<file path="src/apdc_pkg.sv">
// Shared types, register indexes and arithmetic helpers of the ARGB compositor.
// Depends on nothing; used by every module of the block.
package apdc_pkg;

    localparam int unsigned PIX_W      = 32;
    localparam int unsigned CHAN_W     = 8;
    localparam int unsigned NUM_CHAN   = 4;
    localparam int unsigned PROD_W     = 16;
    localparam int unsigned CFG_IDX_W  = 3;
    localparam int unsigned CFG_DATA_W = 32;

    typedef enum logic [1:0] {
        OP_IN      = 2'd0,
        OP_OVER    = 2'd1,
        OP_ADD     = 2'd2,
        OP_IN_OVER = 2'd3
    } t_op_mode;

    typedef enum logic [CFG_IDX_W-1:0] {
        CFG_OP_MODE      = 3'd0,
        CFG_USE_CONST_SRC = 3'd1,
        CFG_CONST_SRC    = 3'd2,
        CFG_USE_CONST_MSK = 3'd3,
        CFG_CONST_MSK    = 3'd4
    } t_cfg_index;

    localparam logic [CHAN_W-1:0] CHAN_MAX = 8'hff;

    // Control that travels down the pipeline with every beat.
    typedef struct packed {
        logic     valid;
        logic     last;
        t_op_mode mode;
    } t_ctl;

    typedef logic [NUM_CHAN-1:0][PROD_W-1:0] t_prod;

    // Divide by 255 as (x + (x >> 8)) >> 8.
    function automatic logic [8:0] div255(input logic [PROD_W-1:0] x);
        logic [PROD_W:0] sum;
        sum = {1'b0, x} + {9'b0, x[PROD_W-1:8]};
        return sum[PROD_W:8];
    endfunction

    function automatic logic [CHAN_W-1:0] sat8(input logic [9:0] v);
        return (v > 10'd255) ? CHAN_MAX : v[CHAN_W-1:0];
    endfunction

endpackage

</file>
<file path="src/argb_porter_duff_compositor.sv">
// Top level of the premultiplied ARGB compositor: configuration registers and
// the five-stage pipeline. Depends on apdc_pkg, apdc_in_stage, apdc_mask_stage, apdc_blend_stage.
//
//   channel | signals                                   | direction
//   --------+-------------------------------------------+----------
//   in      | i_in_valid / o_in_ready, pixel fields     | into block
//   out     | o_out_valid / i_out_ready, result fields  | out of block
//   cfg     | i_cfg_valid / o_cfg_ready, index, data    | into block
//
// One pixel is accepted per cycle while the output is not stalled; each result
// passes through the five register stages (select, mask product, mask divide,
// alpha product, blend and saturate). Reset is synchronous and clears the
// valid bits and the configuration registers to their defaults. When the output beat is
// not taken, the whole pipeline holds; a free output register lets it advance.
module argb_porter_duff_compositor (
    input  logic                                i_clk,
    input  logic                                i_rst_n,
    input  logic                                i_in_valid,
    output logic                                o_in_ready,
    input  logic [apdc_pkg::PIX_W-1:0]          i_dest_pixel,
    input  logic [apdc_pkg::PIX_W-1:0]          i_source_pixel,
    input  logic [apdc_pkg::CHAN_W-1:0]         i_coverage,
    input  logic                                i_last_in_run,
    output logic                                o_out_valid,
    input  logic                                i_out_ready,
    output logic [apdc_pkg::PIX_W-1:0]          o_result_pixel,
    output logic                                o_last_out,
    input  logic                                i_cfg_valid,
    output logic                                o_cfg_ready,
    input  logic [apdc_pkg::CFG_IDX_W-1:0]      i_cfg_index,
    input  logic [apdc_pkg::CFG_DATA_W-1:0]     i_cfg_data
);

    apdc_pkg::t_op_mode                  r_op_mode;
    logic                                r_use_const_src;
    logic [apdc_pkg::PIX_W-1:0]          r_const_src;
    logic                                r_use_const_msk;
    logic [apdc_pkg::CHAN_W-1:0]         r_const_msk;

    logic                                en;
    apdc_pkg::t_ctl                      ctl_1, ctl_3;
    logic [apdc_pkg::PIX_W-1:0]          dest_1, src_1, dest_3, src_3;
    logic [apdc_pkg::CHAN_W-1:0]         msk_1;

    always_ff @(posedge i_clk) begin
        if (!i_rst_n) begin
            r_op_mode       <= apdc_pkg::OP_OVER;
            r_use_const_src <= 1'b0;
            r_const_src     <= '0;
            r_use_const_msk <= 1'b0;
            r_const_msk     <= apdc_pkg::CHAN_MAX;
        end else if (i_cfg_valid) begin
            unique case (apdc_pkg::t_cfg_index'(i_cfg_index))
                apdc_pkg::CFG_OP_MODE:
                    r_op_mode <= apdc_pkg::t_op_mode'(i_cfg_data[1:0]);
                apdc_pkg::CFG_USE_CONST_SRC: r_use_const_src <= i_cfg_data[0];
                apdc_pkg::CFG_CONST_SRC:     r_const_src     <= i_cfg_data;
                apdc_pkg::CFG_USE_CONST_MSK: r_use_const_msk <= i_cfg_data[0];
                apdc_pkg::CFG_CONST_MSK:
                    r_const_msk <= i_cfg_data[apdc_pkg::CHAN_W-1:0];
                default: ;
            endcase
        end
    end

    assign o_cfg_ready = 1'b1;

    // The pipeline moves whenever the output register is empty or being emptied.
    assign en         = !o_out_valid || i_out_ready;
    assign o_in_ready = en;

    apdc_in_stage u_in (
        .i_clk           (i_clk),
        .i_rst_n         (i_rst_n),
        .i_en            (en),
        .i_valid         (i_in_valid),
        .i_last          (i_last_in_run),
        .i_mode          (r_op_mode),
        .i_use_const_src (r_use_const_src),
        .i_const_src     (r_const_src),
        .i_use_const_msk (r_use_const_msk),
        .i_const_msk     (r_const_msk),
        .i_dest          (i_dest_pixel),
        .i_src           (i_source_pixel),
        .i_msk           (i_coverage),
        .o_ctl           (ctl_1),
        .o_dest          (dest_1),
        .o_src           (src_1),
        .o_msk           (msk_1)
    );

    apdc_mask_stage u_mask (
        .i_clk   (i_clk),
        .i_rst_n (i_rst_n),
        .i_en    (en),
        .i_ctl   (ctl_1),
        .i_dest  (dest_1),
        .i_src   (src_1),
        .i_msk   (msk_1),
        .o_ctl   (ctl_3),
        .o_dest  (dest_3),
        .o_src   (src_3)
    );

    apdc_blend_stage u_blend (
        .i_clk   (i_clk),
        .i_rst_n (i_rst_n),
        .i_en    (en),
        .i_ctl   (ctl_3),
        .i_dest  (dest_3),
        .i_src   (src_3),
        .o_valid (o_out_valid),
        .o_last  (o_last_out),
        .o_pixel (o_result_pixel)
    );

endmodule

</file>
<file path="src/apdc_in_stage.sv">
// First pipeline stage: chooses per-beat or constant source and mask, registers them.
// Depends on apdc_pkg.
module apdc_in_stage (
    input  logic                            i_clk,
    input  logic                            i_rst_n,
    input  logic                            i_en,
    input  logic                            i_valid,
    input  logic                            i_last,
    input  apdc_pkg::t_op_mode              i_mode,
    input  logic                            i_use_const_src,
    input  logic [apdc_pkg::PIX_W-1:0]      i_const_src,
    input  logic                            i_use_const_msk,
    input  logic [apdc_pkg::CHAN_W-1:0]     i_const_msk,
    input  logic [apdc_pkg::PIX_W-1:0]      i_dest,
    input  logic [apdc_pkg::PIX_W-1:0]      i_src,
    input  logic [apdc_pkg::CHAN_W-1:0]     i_msk,
    output apdc_pkg::t_ctl                  o_ctl,
    output logic [apdc_pkg::PIX_W-1:0]      o_dest,
    output logic [apdc_pkg::PIX_W-1:0]      o_src,
    output logic [apdc_pkg::CHAN_W-1:0]     o_msk
);

    apdc_pkg::t_ctl                  r_ctl, n_ctl;
    logic [apdc_pkg::PIX_W-1:0]      r_dest, r_src, n_src;
    logic [apdc_pkg::CHAN_W-1:0]     r_msk, n_msk;

    always_comb begin
        n_ctl.valid = i_valid;
        n_ctl.last  = i_last;
        n_ctl.mode  = i_mode;
        n_src       = i_use_const_src ? i_const_src : i_src;
        n_msk       = i_use_const_msk ? i_const_msk : i_msk;
    end

    always_ff @(posedge i_clk) begin
        if (!i_rst_n) begin
            r_ctl <= '0;
        end else if (i_en) begin
            r_ctl <= n_ctl;
        end
    end

    always_ff @(posedge i_clk) begin
        if (i_en) begin
            r_dest     <= i_dest;
            r_src      <= n_src;
            r_msk      <= n_msk;
        end
    end

    assign o_ctl  = r_ctl;
    assign o_dest = r_dest;
    assign o_src  = r_src;
    assign o_msk  = r_msk;

endmodule

</file>
<file path="src/apdc_mask_stage.sv">
// Stages two and three: source times mask per channel, then the divide by 255.
// Picks the masked or the raw source for the blend. Depends on apdc_pkg.
module apdc_mask_stage (
    input  logic                            i_clk,
    input  logic                            i_rst_n,
    input  logic                            i_en,
    input  apdc_pkg::t_ctl                  i_ctl,
    input  logic [apdc_pkg::PIX_W-1:0]      i_dest,
    input  logic [apdc_pkg::PIX_W-1:0]      i_src,
    input  logic [apdc_pkg::CHAN_W-1:0]     i_msk,
    output apdc_pkg::t_ctl                  o_ctl,
    output logic [apdc_pkg::PIX_W-1:0]      o_dest,
    output logic [apdc_pkg::PIX_W-1:0]      o_src
);

    apdc_pkg::t_ctl                  r_ctl_a, r_ctl_b;
    apdc_pkg::t_prod                 r_prod, n_prod;
    logic [apdc_pkg::PIX_W-1:0]      r_dest_a, r_src_a, r_dest_b, r_src_b;
    logic [apdc_pkg::PIX_W-1:0]      n_src_b;
    logic [apdc_pkg::PIX_W-1:0]      masked;

    always_comb begin
        for (int k = 0; k < apdc_pkg::NUM_CHAN; k++) begin
            n_prod[k] = {8'b0, i_src[k*apdc_pkg::CHAN_W +: apdc_pkg::CHAN_W]}
                      * {8'b0, i_msk};
        end
    end

    always_comb begin
        for (int k = 0; k < apdc_pkg::NUM_CHAN; k++) begin
            masked[k*apdc_pkg::CHAN_W +: apdc_pkg::CHAN_W] =
                apdc_pkg::sat8({1'b0, apdc_pkg::div255(r_prod[k])});
        end
        // IN and IN-then-OVER both continue with the masked source.
        if (r_ctl_a.mode == apdc_pkg::OP_IN || r_ctl_a.mode == apdc_pkg::OP_IN_OVER) begin
            n_src_b = masked;
        end else begin
            n_src_b = r_src_a;
        end
    end

    always_ff @(posedge i_clk) begin
        if (!i_rst_n) begin
            r_ctl_a <= '0;
            r_ctl_b <= '0;
        end else if (i_en) begin
            r_ctl_a <= i_ctl;
            r_ctl_b <= r_ctl_a;
        end
    end

    always_ff @(posedge i_clk) begin
        if (i_en) begin
            r_prod       <= n_prod;
            r_dest_a     <= i_dest;
            r_src_a      <= i_src;
            r_dest_b     <= r_dest_a;
            r_src_b      <= n_src_b;
        end
    end

    assign o_ctl  = r_ctl_b;
    assign o_dest = r_dest_b;
    assign o_src  = r_src_b;

endmodule

</file>
<file path="src/apdc_blend_stage.sv">
// Stages four and five: destination times source alpha, then OVER, ADD or IN
// with saturation into the output register. Depends on apdc_pkg.
module apdc_blend_stage (
    input  logic                            i_clk,
    input  logic                            i_rst_n,
    input  logic                            i_en,
    input  apdc_pkg::t_ctl                  i_ctl,
    input  logic [apdc_pkg::PIX_W-1:0]      i_dest,
    input  logic [apdc_pkg::PIX_W-1:0]      i_src,
    output logic                            o_valid,
    output logic                            o_last,
    output logic [apdc_pkg::PIX_W-1:0]      o_pixel
);

    localparam int unsigned CW = apdc_pkg::CHAN_W;

    apdc_pkg::t_ctl                  r_ctl_a;
    apdc_pkg::t_prod                 r_prod, n_prod;
    logic [apdc_pkg::PIX_W-1:0]      r_dest_a, r_src_a;
    logic                            r_valid, r_last;
    logic [apdc_pkg::PIX_W-1:0]      r_pixel, n_pixel;
    logic [CW-1:0]                   dc, sc;
    logic [9:0]                      v_over, v_add;

    always_comb begin
        for (int k = 0; k < apdc_pkg::NUM_CHAN; k++) begin
            n_prod[k] = {8'b0, i_dest[k*CW +: CW]}
                      * {8'b0, i_src[apdc_pkg::PIX_W-1 -: CW]};
        end
    end

    // The scaled destination never exceeds the destination, so OVER cannot go negative.
    always_comb begin
        n_pixel = '0;
        dc      = '0;
        sc      = '0;
        v_over  = '0;
        v_add   = '0;
        for (int k = 0; k < apdc_pkg::NUM_CHAN; k++) begin
            dc     = r_dest_a[k*CW +: CW];
            sc     = r_src_a[k*CW +: CW];
            v_add  = {2'b0, dc} + {2'b0, sc};
            v_over = v_add - {1'b0, apdc_pkg::div255(r_prod[k])};
            unique case (r_ctl_a.mode)
                apdc_pkg::OP_IN:      n_pixel[k*CW +: CW] = sc;
                apdc_pkg::OP_ADD:     n_pixel[k*CW +: CW] = apdc_pkg::sat8(v_add);
                apdc_pkg::OP_OVER,
                apdc_pkg::OP_IN_OVER: n_pixel[k*CW +: CW] = apdc_pkg::sat8(v_over);
                default:              n_pixel[k*CW +: CW] = sc;
            endcase
        end
    end

    always_ff @(posedge i_clk) begin
        if (!i_rst_n) begin
            r_ctl_a <= '0;
            r_valid <= 1'b0;
        end else if (i_en) begin
            r_ctl_a <= i_ctl;
            r_valid <= r_ctl_a.valid;
        end
    end

    always_ff @(posedge i_clk) begin
        if (i_en) begin
            r_prod       <= n_prod;
            r_dest_a     <= i_dest;
            r_src_a      <= i_src;
            r_last       <= r_ctl_a.last;
            r_pixel      <= n_pixel;
        end
    end

    assign o_valid = r_valid;
    assign o_last  = r_last;
    assign o_pixel = r_pixel;

endmodule

</file>
<file path="config.mk">
export PLATFORM = sky130hd
export DESIGN_NAME = argb_porter_duff_compositor
export DESIGN_NICKNAME = d
export VERILOG_FILES = /design/src/apdc_pkg.sv /design/src/argb_porter_duff_compositor.sv /design/src/apdc_in_stage.sv /design/src/apdc_mask_stage.sv /design/src/apdc_blend_stage.sv
export SDC_FILE = /design/constraint.sdc
export NUM_CORES = 2
export LEC_CHECK = 0
export ABC_CLOCK_PERIOD_IN_PS = 14500
export BUFFER_PORTS_ARGS = -buffer_cell sky130_fd_sc_hd__buf_2
export CORE_MARGIN = 4
export CORE_UTILIZATION = 60
export DETAILED_ROUTE_END_ITERATION = 16
export PLACE_DENSITY = 0.78
export SLEW_MARGIN = 20
export SYNTH_ARGS = -nofsm -noshare
export SYNTH_HDL_FRONTEND = slang
export SYNTH_HIERARCHICAL = 1
export SYNTH_SLANG_ARGS = --single-unit
</file>
<file path="constraint.sdc">
create_clock -name i_clk -period 14.5 [get_ports i_clk]
set_input_delay 1.45 -clock i_clk [delete_from_list [all_inputs] [get_ports i_clk]]
set_output_delay 1.45 -clock i_clk [all_outputs]
set_load 0.02 [all_outputs]
</file>
# [Word level (Yosys, flattened, before mapping)]
# Cells that the tools add are included.
[word_totals] regBits=486 out_inout_bits=36 wordCells=112 input_bits=113
[classes] add_sub_neg=16 order_cmp=12 n_eq_ne=8 n_mux=19 n_reduce_logical=12 mul=8
[op_table] operator="adder 16 x 8 -> 17 bit" count=8
[op_table] operator="multiplier 8 x 8 -> 16 bit" count=8
[op_table] operator="2-to-1 mux 8 bit" count=13
[op_table] operator="one-hot mux 8 bit (3 select lines)" count=4
[op_table] operator="> comparator 10 x 8 -> 1 bit (second input constant)" count=8
[op_table] operator="2-to-1 mux 32 bit" count=2
[op_table] operator="subtractor 10 x 9 -> 10 bit" count=4
[op_table] operator="adder 8 x 8 -> 9 bit" count=4
[op_table] operator="> comparator 9 x 8 -> 1 bit (second input constant)" count=4
[op_table] operator="AND reduction 2 bit" count=5
[op_table] operator="equality test 2 bit (second input constant)" count=3
[op_table] operator="equality test 3 x 2 -> 1 bit (second input constant)" count=2
[op_table] operator="logical NOT 2 bit" count=2
[op_table] operator="equality test 3 x 1 -> 1 bit (second input constant)" count=1
[op_table] operator="equality test 3 bit (second input constant)" count=1
[op_table] operator="logical NOT 3 bit" count=1
[op_table] operator="equality test 2 x 1 -> 1 bit (second input constant)" count=1
[op_table] operator="logical OR 1 bit" count=2
[op_table] operator="OR reduction 2 bit" count=1
[op_table] operator="logical NOT 1 bit" count=1

# [Depth between registers and ports, before layout]
[depth] word_depth=5 ltp_mapped=17 depth_no_buf=16

# [Hierarchy]
# The synthesis kept the hierarchy.
[modules_own_cells] mod="apdc_blend_stage" cells_each=1824 area_per_inst_um2=18133.6 instances=1 seq_area_each_um2=4934.7
[modules_own_cells] mod="apdc_mask_stage" cells_each=1439 area_per_inst_um2=15937.8 instances=1 seq_area_each_um2=5925.7
[modules_own_cells] mod="apdc_in_stage" cells_each=130 area_per_inst_um2=2951.6 instances=1 seq_area_each_um2=2242.2
[modules_own_cells] mod="argb_porter_duff_compositor" cells_each=194 area_per_inst_um2=1844.3 instances=1 seq_area_each_um2=880.8

# [Worst setup path before layout]
# OpenSTA, ideal clock, no wires.
[synth_timing] kind="input to register" start="input port i_out_ready" end="register u_in.r_ctl (netlist bit u_in/o_ctl[0])" path_stages=4 arrival_ns=13.404 t_required_ns=14.383 n_path_buf=1 path_slack_ns=0.979 setup_time_ns=0.117 cell_sequence="nand2b_1 -> clkbuf_2 -> mux2i_1 -> nor2b_1"
[synth_between] elab_chain_len=1
[synth_rtl] item="from (decl)" line_no="argb_porter_duff_compositor.sv:25" rtl="input logic i_out_ready,"
[synth_rtl] item="logical OR 1 bit" line_no="argb_porter_duff_compositor.sv:69" rtl="assign en = !o_out_valid || i_out_ready;"
[synth_rtl] item="to (signal assigned)" line_no="apdc_in_stage.sv:39" rtl="r_ctl <= n_ctl;"
[synth_rtl] item="to (decl)" line_no="apdc_in_stage.sv:23" rtl="apdc_pkg::t_ctl r_ctl, n_ctl;"
# Every way passes these cells.
# A chain may end at the register's enable or synchronous reset.

==> qor.yml <==
nets: 4545
antenna_found_initial: 0
synth_top_family_by_area: "adder cells"
p_seq_share_pct: 23.8
syn-num-nets: 4411
synth_mux_area_share_pct: 3.34
path_cells: "nand2_1 -> fa_1 -> fa_1 -> inv_1 -> fa_1 -> fa_1 -> ha_1 -> o21a_1 -> o31a_1 -> o31a_1 -> o21bai_1 -> a21oi_1 -> or3_1"
design_area_sq_um: 42300
yosys.area_share.adder_pct: 28.6
area_growth_pct: 8.79
fin_ws_ps: 9240
synth-edff-count: 425
overflow: 0
crit_slowest_cell: "edfxtp_1"
dieArea_sq_um: 68900
cp-end-kind: "flip-flop"
setup_viol_count_final: 0
slowest_delay_ps: 1050
grt_pass1_wl_mm: 131
synthArstFlopShare_pct: 0
grt_pass1_vias: 26500
cts_tree: "done"
route.met2.wl_mm: 37.1
syn_area_sq_um: 38900
worst_slew_pin_slew_ps: 1100
grt_usage_pct: 22.6
fin_setup_tns_ps: 0
worstHoldPathType: "reg -> reg"
synth.most_common_cell: "inv_1"
max_freq_ghz: 0.190
wl_mm: 77.9
wl_per_cell_um: 16.9
max-vdd-ir-drop_v: 0.000200
timing.final.max_slew_violations: 0
netSwitchingPower_mw: 4.46
outcome: "finished clean"
cts_resized: 0
yosys-top-cells-area: "edfxtp_1 (33%), fa_1 (15%), ha_1 (13%), and2_1 (5.6%), inv_1 (4.3%)"
whs_path_depth: 0
maxCapViolCount: 0
gp_congestion: 0.869
synth_compound_area_share_pct: 8.99
path_class: "reg -> reg"
num_vias: 26000
ys_types: 91
syn_inst: 3587
hold_end: "u_mask/r_dest_a[30]"
met3WireLength_mm: 3.51
ff2ff_path_depth: 13
cts_buffers: 54
htreeDepth: 2
yosys_most_used_dff: "edfxtp_1"
synth_seq_cells: 486
slew_headroom_pct: 26.7
synth_common_cells: "inv_1 (445), edfxtp_1 (425), ha_1 (415)"
internal_power_mw: 5.90
reg2reg_from: "u_mask/o_src[28]"
synth.avg_cell_area_sq_um: 10.8
preCtsSetupSlack_ps: 9300
crit_fanout: 33
rows: 93
cts_setup_buffers: 0
synthXorXnorAreaFrac_pct: 3.15
diodes: 0
grt_max_degree: 170
share_comb_of_total_power_pct: 63.0
crit_path_start_kind: "flip-flop"
cp_common_cell: "fa_1"
pin_count: 149
insertion_delay_ps: 630
yosys.area.top_type: "edfxtp_1"
drt-initial-drc-count: 1323
r2r_slack_ps: 9240
power_mw: 10.4
crit_family: "adder cells"
min_period_over_period_pct: 36.3
synth_simple_gate_area_share_pct: 14.5
r2r_end: "u_blend/r_prod[47]"
die_w_um: 263
placed_cell_area_sq_um: 40400
path_clk_slew_ps: 60
cp.required_ps: 14850
hold_viol_final: 0
power_per_cell_area_nw_per_um2: 245
portBuffers: 147
cp_num_buf_inv: 1
final_util_pct: 65.8
drcViolationCount: 0
switching_share_pct: 43.0
rsz0062_at_grt: "no"
clock_skew_ps: 22.5
clockPowerShare_pct: 13.2
drtAntennaViolNets: 0
cts.sinks: 486
die_h_um: 263
post-dp-hpwl_mm: 57.3
worst-path-stages: 13
clock-root-buffer: "clkbuf_16"
routed.top_layer: "met4"
p_leak_nw: 19.3
yosysWarnings: 6
synth_top_area_share_pct: 32.8
wl_met1_mm: 35.6
dr.pass1.iters: 5
fp.coreArea_sq_um: 64200
worstHoldStart: "u_in/o_dest[30]"
via_per_inst: 5.64
clock_path_buffers: 3
initial_core_util_pct: 60.5
worstPathArrival_ps: 5610
cts_hold_buf: 0
fin_crit_ps: 5260
layout-drive-gt1-share_pct: 9.17
ys_seq_area_share_pct: 36.0
flip-flops by register name, indices dropped and copies added, names as in the netlist, 2 cells and up:
register / flops
r_const_msk: 8
r_op_mode: 2
u_blend/r_dest_a: 32
u_mask/r_dest_a: 32
u_mask/o_src: 32
u_in/o_src: 32
u_in/o_ctl: 4
u_mask/r_prod: 64
r_const_src: 32
u_blend/r_ctl_a: 4
u_blend/r_prod: 64
u_blend/r_src_a: 32
u_mask/r_ctl_a: 4
u_in/o_dest: 32
u_mask/o_ctl: 4
u_in/o_msk: 8
u_mask/r_src_a: 32
u_blend/o_pixel: 32
u_mask/o_dest: 32
power groups by stage:
stage	Sequential, mW	Combinational, mW	Clock [mW]
after floorplan	2.40	5.17	0
after global placement	2.48	6.25	0
after detailed placement	2.50	6.42	0
after CTS	2.47	6.50	1.41
after global routing	2.50	7.44	1.46
final	2.46	6.54	1.37
kinds of logic (layout without fill, tap and decap cells):
logic type,count (synthesis),count (layout)
AOI/OAI and AO/OA,502,502
adders and majority gates,711,711
other,1,1
buffers and inverters,537,714
xor gates and xnor gates,140,140
DFF,486,486
muxes,113,113
and+or+nand+nor,1097,1097
worst max path at each step:
stage                     slack [ps]        startpoint                 end
after global routing            9090  u_mask/o_src[28]  u_blend/r_prod[47]
final                           9240  u_mask/o_src[28]  u_blend/r_prod[47]
after floorplan                  980       i_out_ready       u_in/o_ctl[0]
after global placement          9450  u_mask/o_src[27]  u_blend/r_prod[47]
after detailed placement        9300  u_mask/o_src[28]  u_blend/r_prod[47]
after CTS                       9270  u_mask/o_src[28]  u_blend/r_prod[47]
cell usage in the layout (no fill, tap or decap), types with 11 or more instances in the layout:
cell type	count
o31ai_1	19
a211oi_1	34
inv_1	445
fa_1	296
a31oi_1	28
ha_1	415
and2_1	345
nand2_1	335
nor2_1	153
o21ai_0	77
nor2b_1	53
o31a_1	20
mux2i_1	71
edfxtp_1	425
nand4_1	19
nor3_1	32
o21a_1	49
mux2_2	11
buf_2	147
xor2_1	34
nand3_1	48
o211ai_1	16
buf_4	17
dfxtp_1	60
clkbuf_16	56
a21o_1	37
nand2b_1	20
xnor2_1	104
or3_1	13
mux2_4	31
a211o_1	11
and3_1	17
or2_2	21
a21oi_1	101
through the flow:
step,std cells,hold WS (ps)
detailed placement,4516,405
floorplan,3587,400
finish,4619,414
global route,4619,421
CTS,4615,415
global placement,4516,400
final cells by class:
cell class	instances	area, sq um
multi-input cells	2564	22800
clock inverters	30	308
inverters	446	1670
repair buffers	169	953
flip-flops and latches	486	14000
clock buffers	69	1490
fillers	4890	21900
well taps	855	1070
metal layers:
| layer | vias up | track usage, % |
|---|---|---|
| met1 | 12700 | 31.5 |
| met4 | 0 | 5.92 |
| met2 | 618 | 37.9 |
| met3 | 127 | 2.73 |
| met5 | - | 0 |
| li1 | 12600 | - |
No activity file was read; power rests on OpenSTA's default activity.
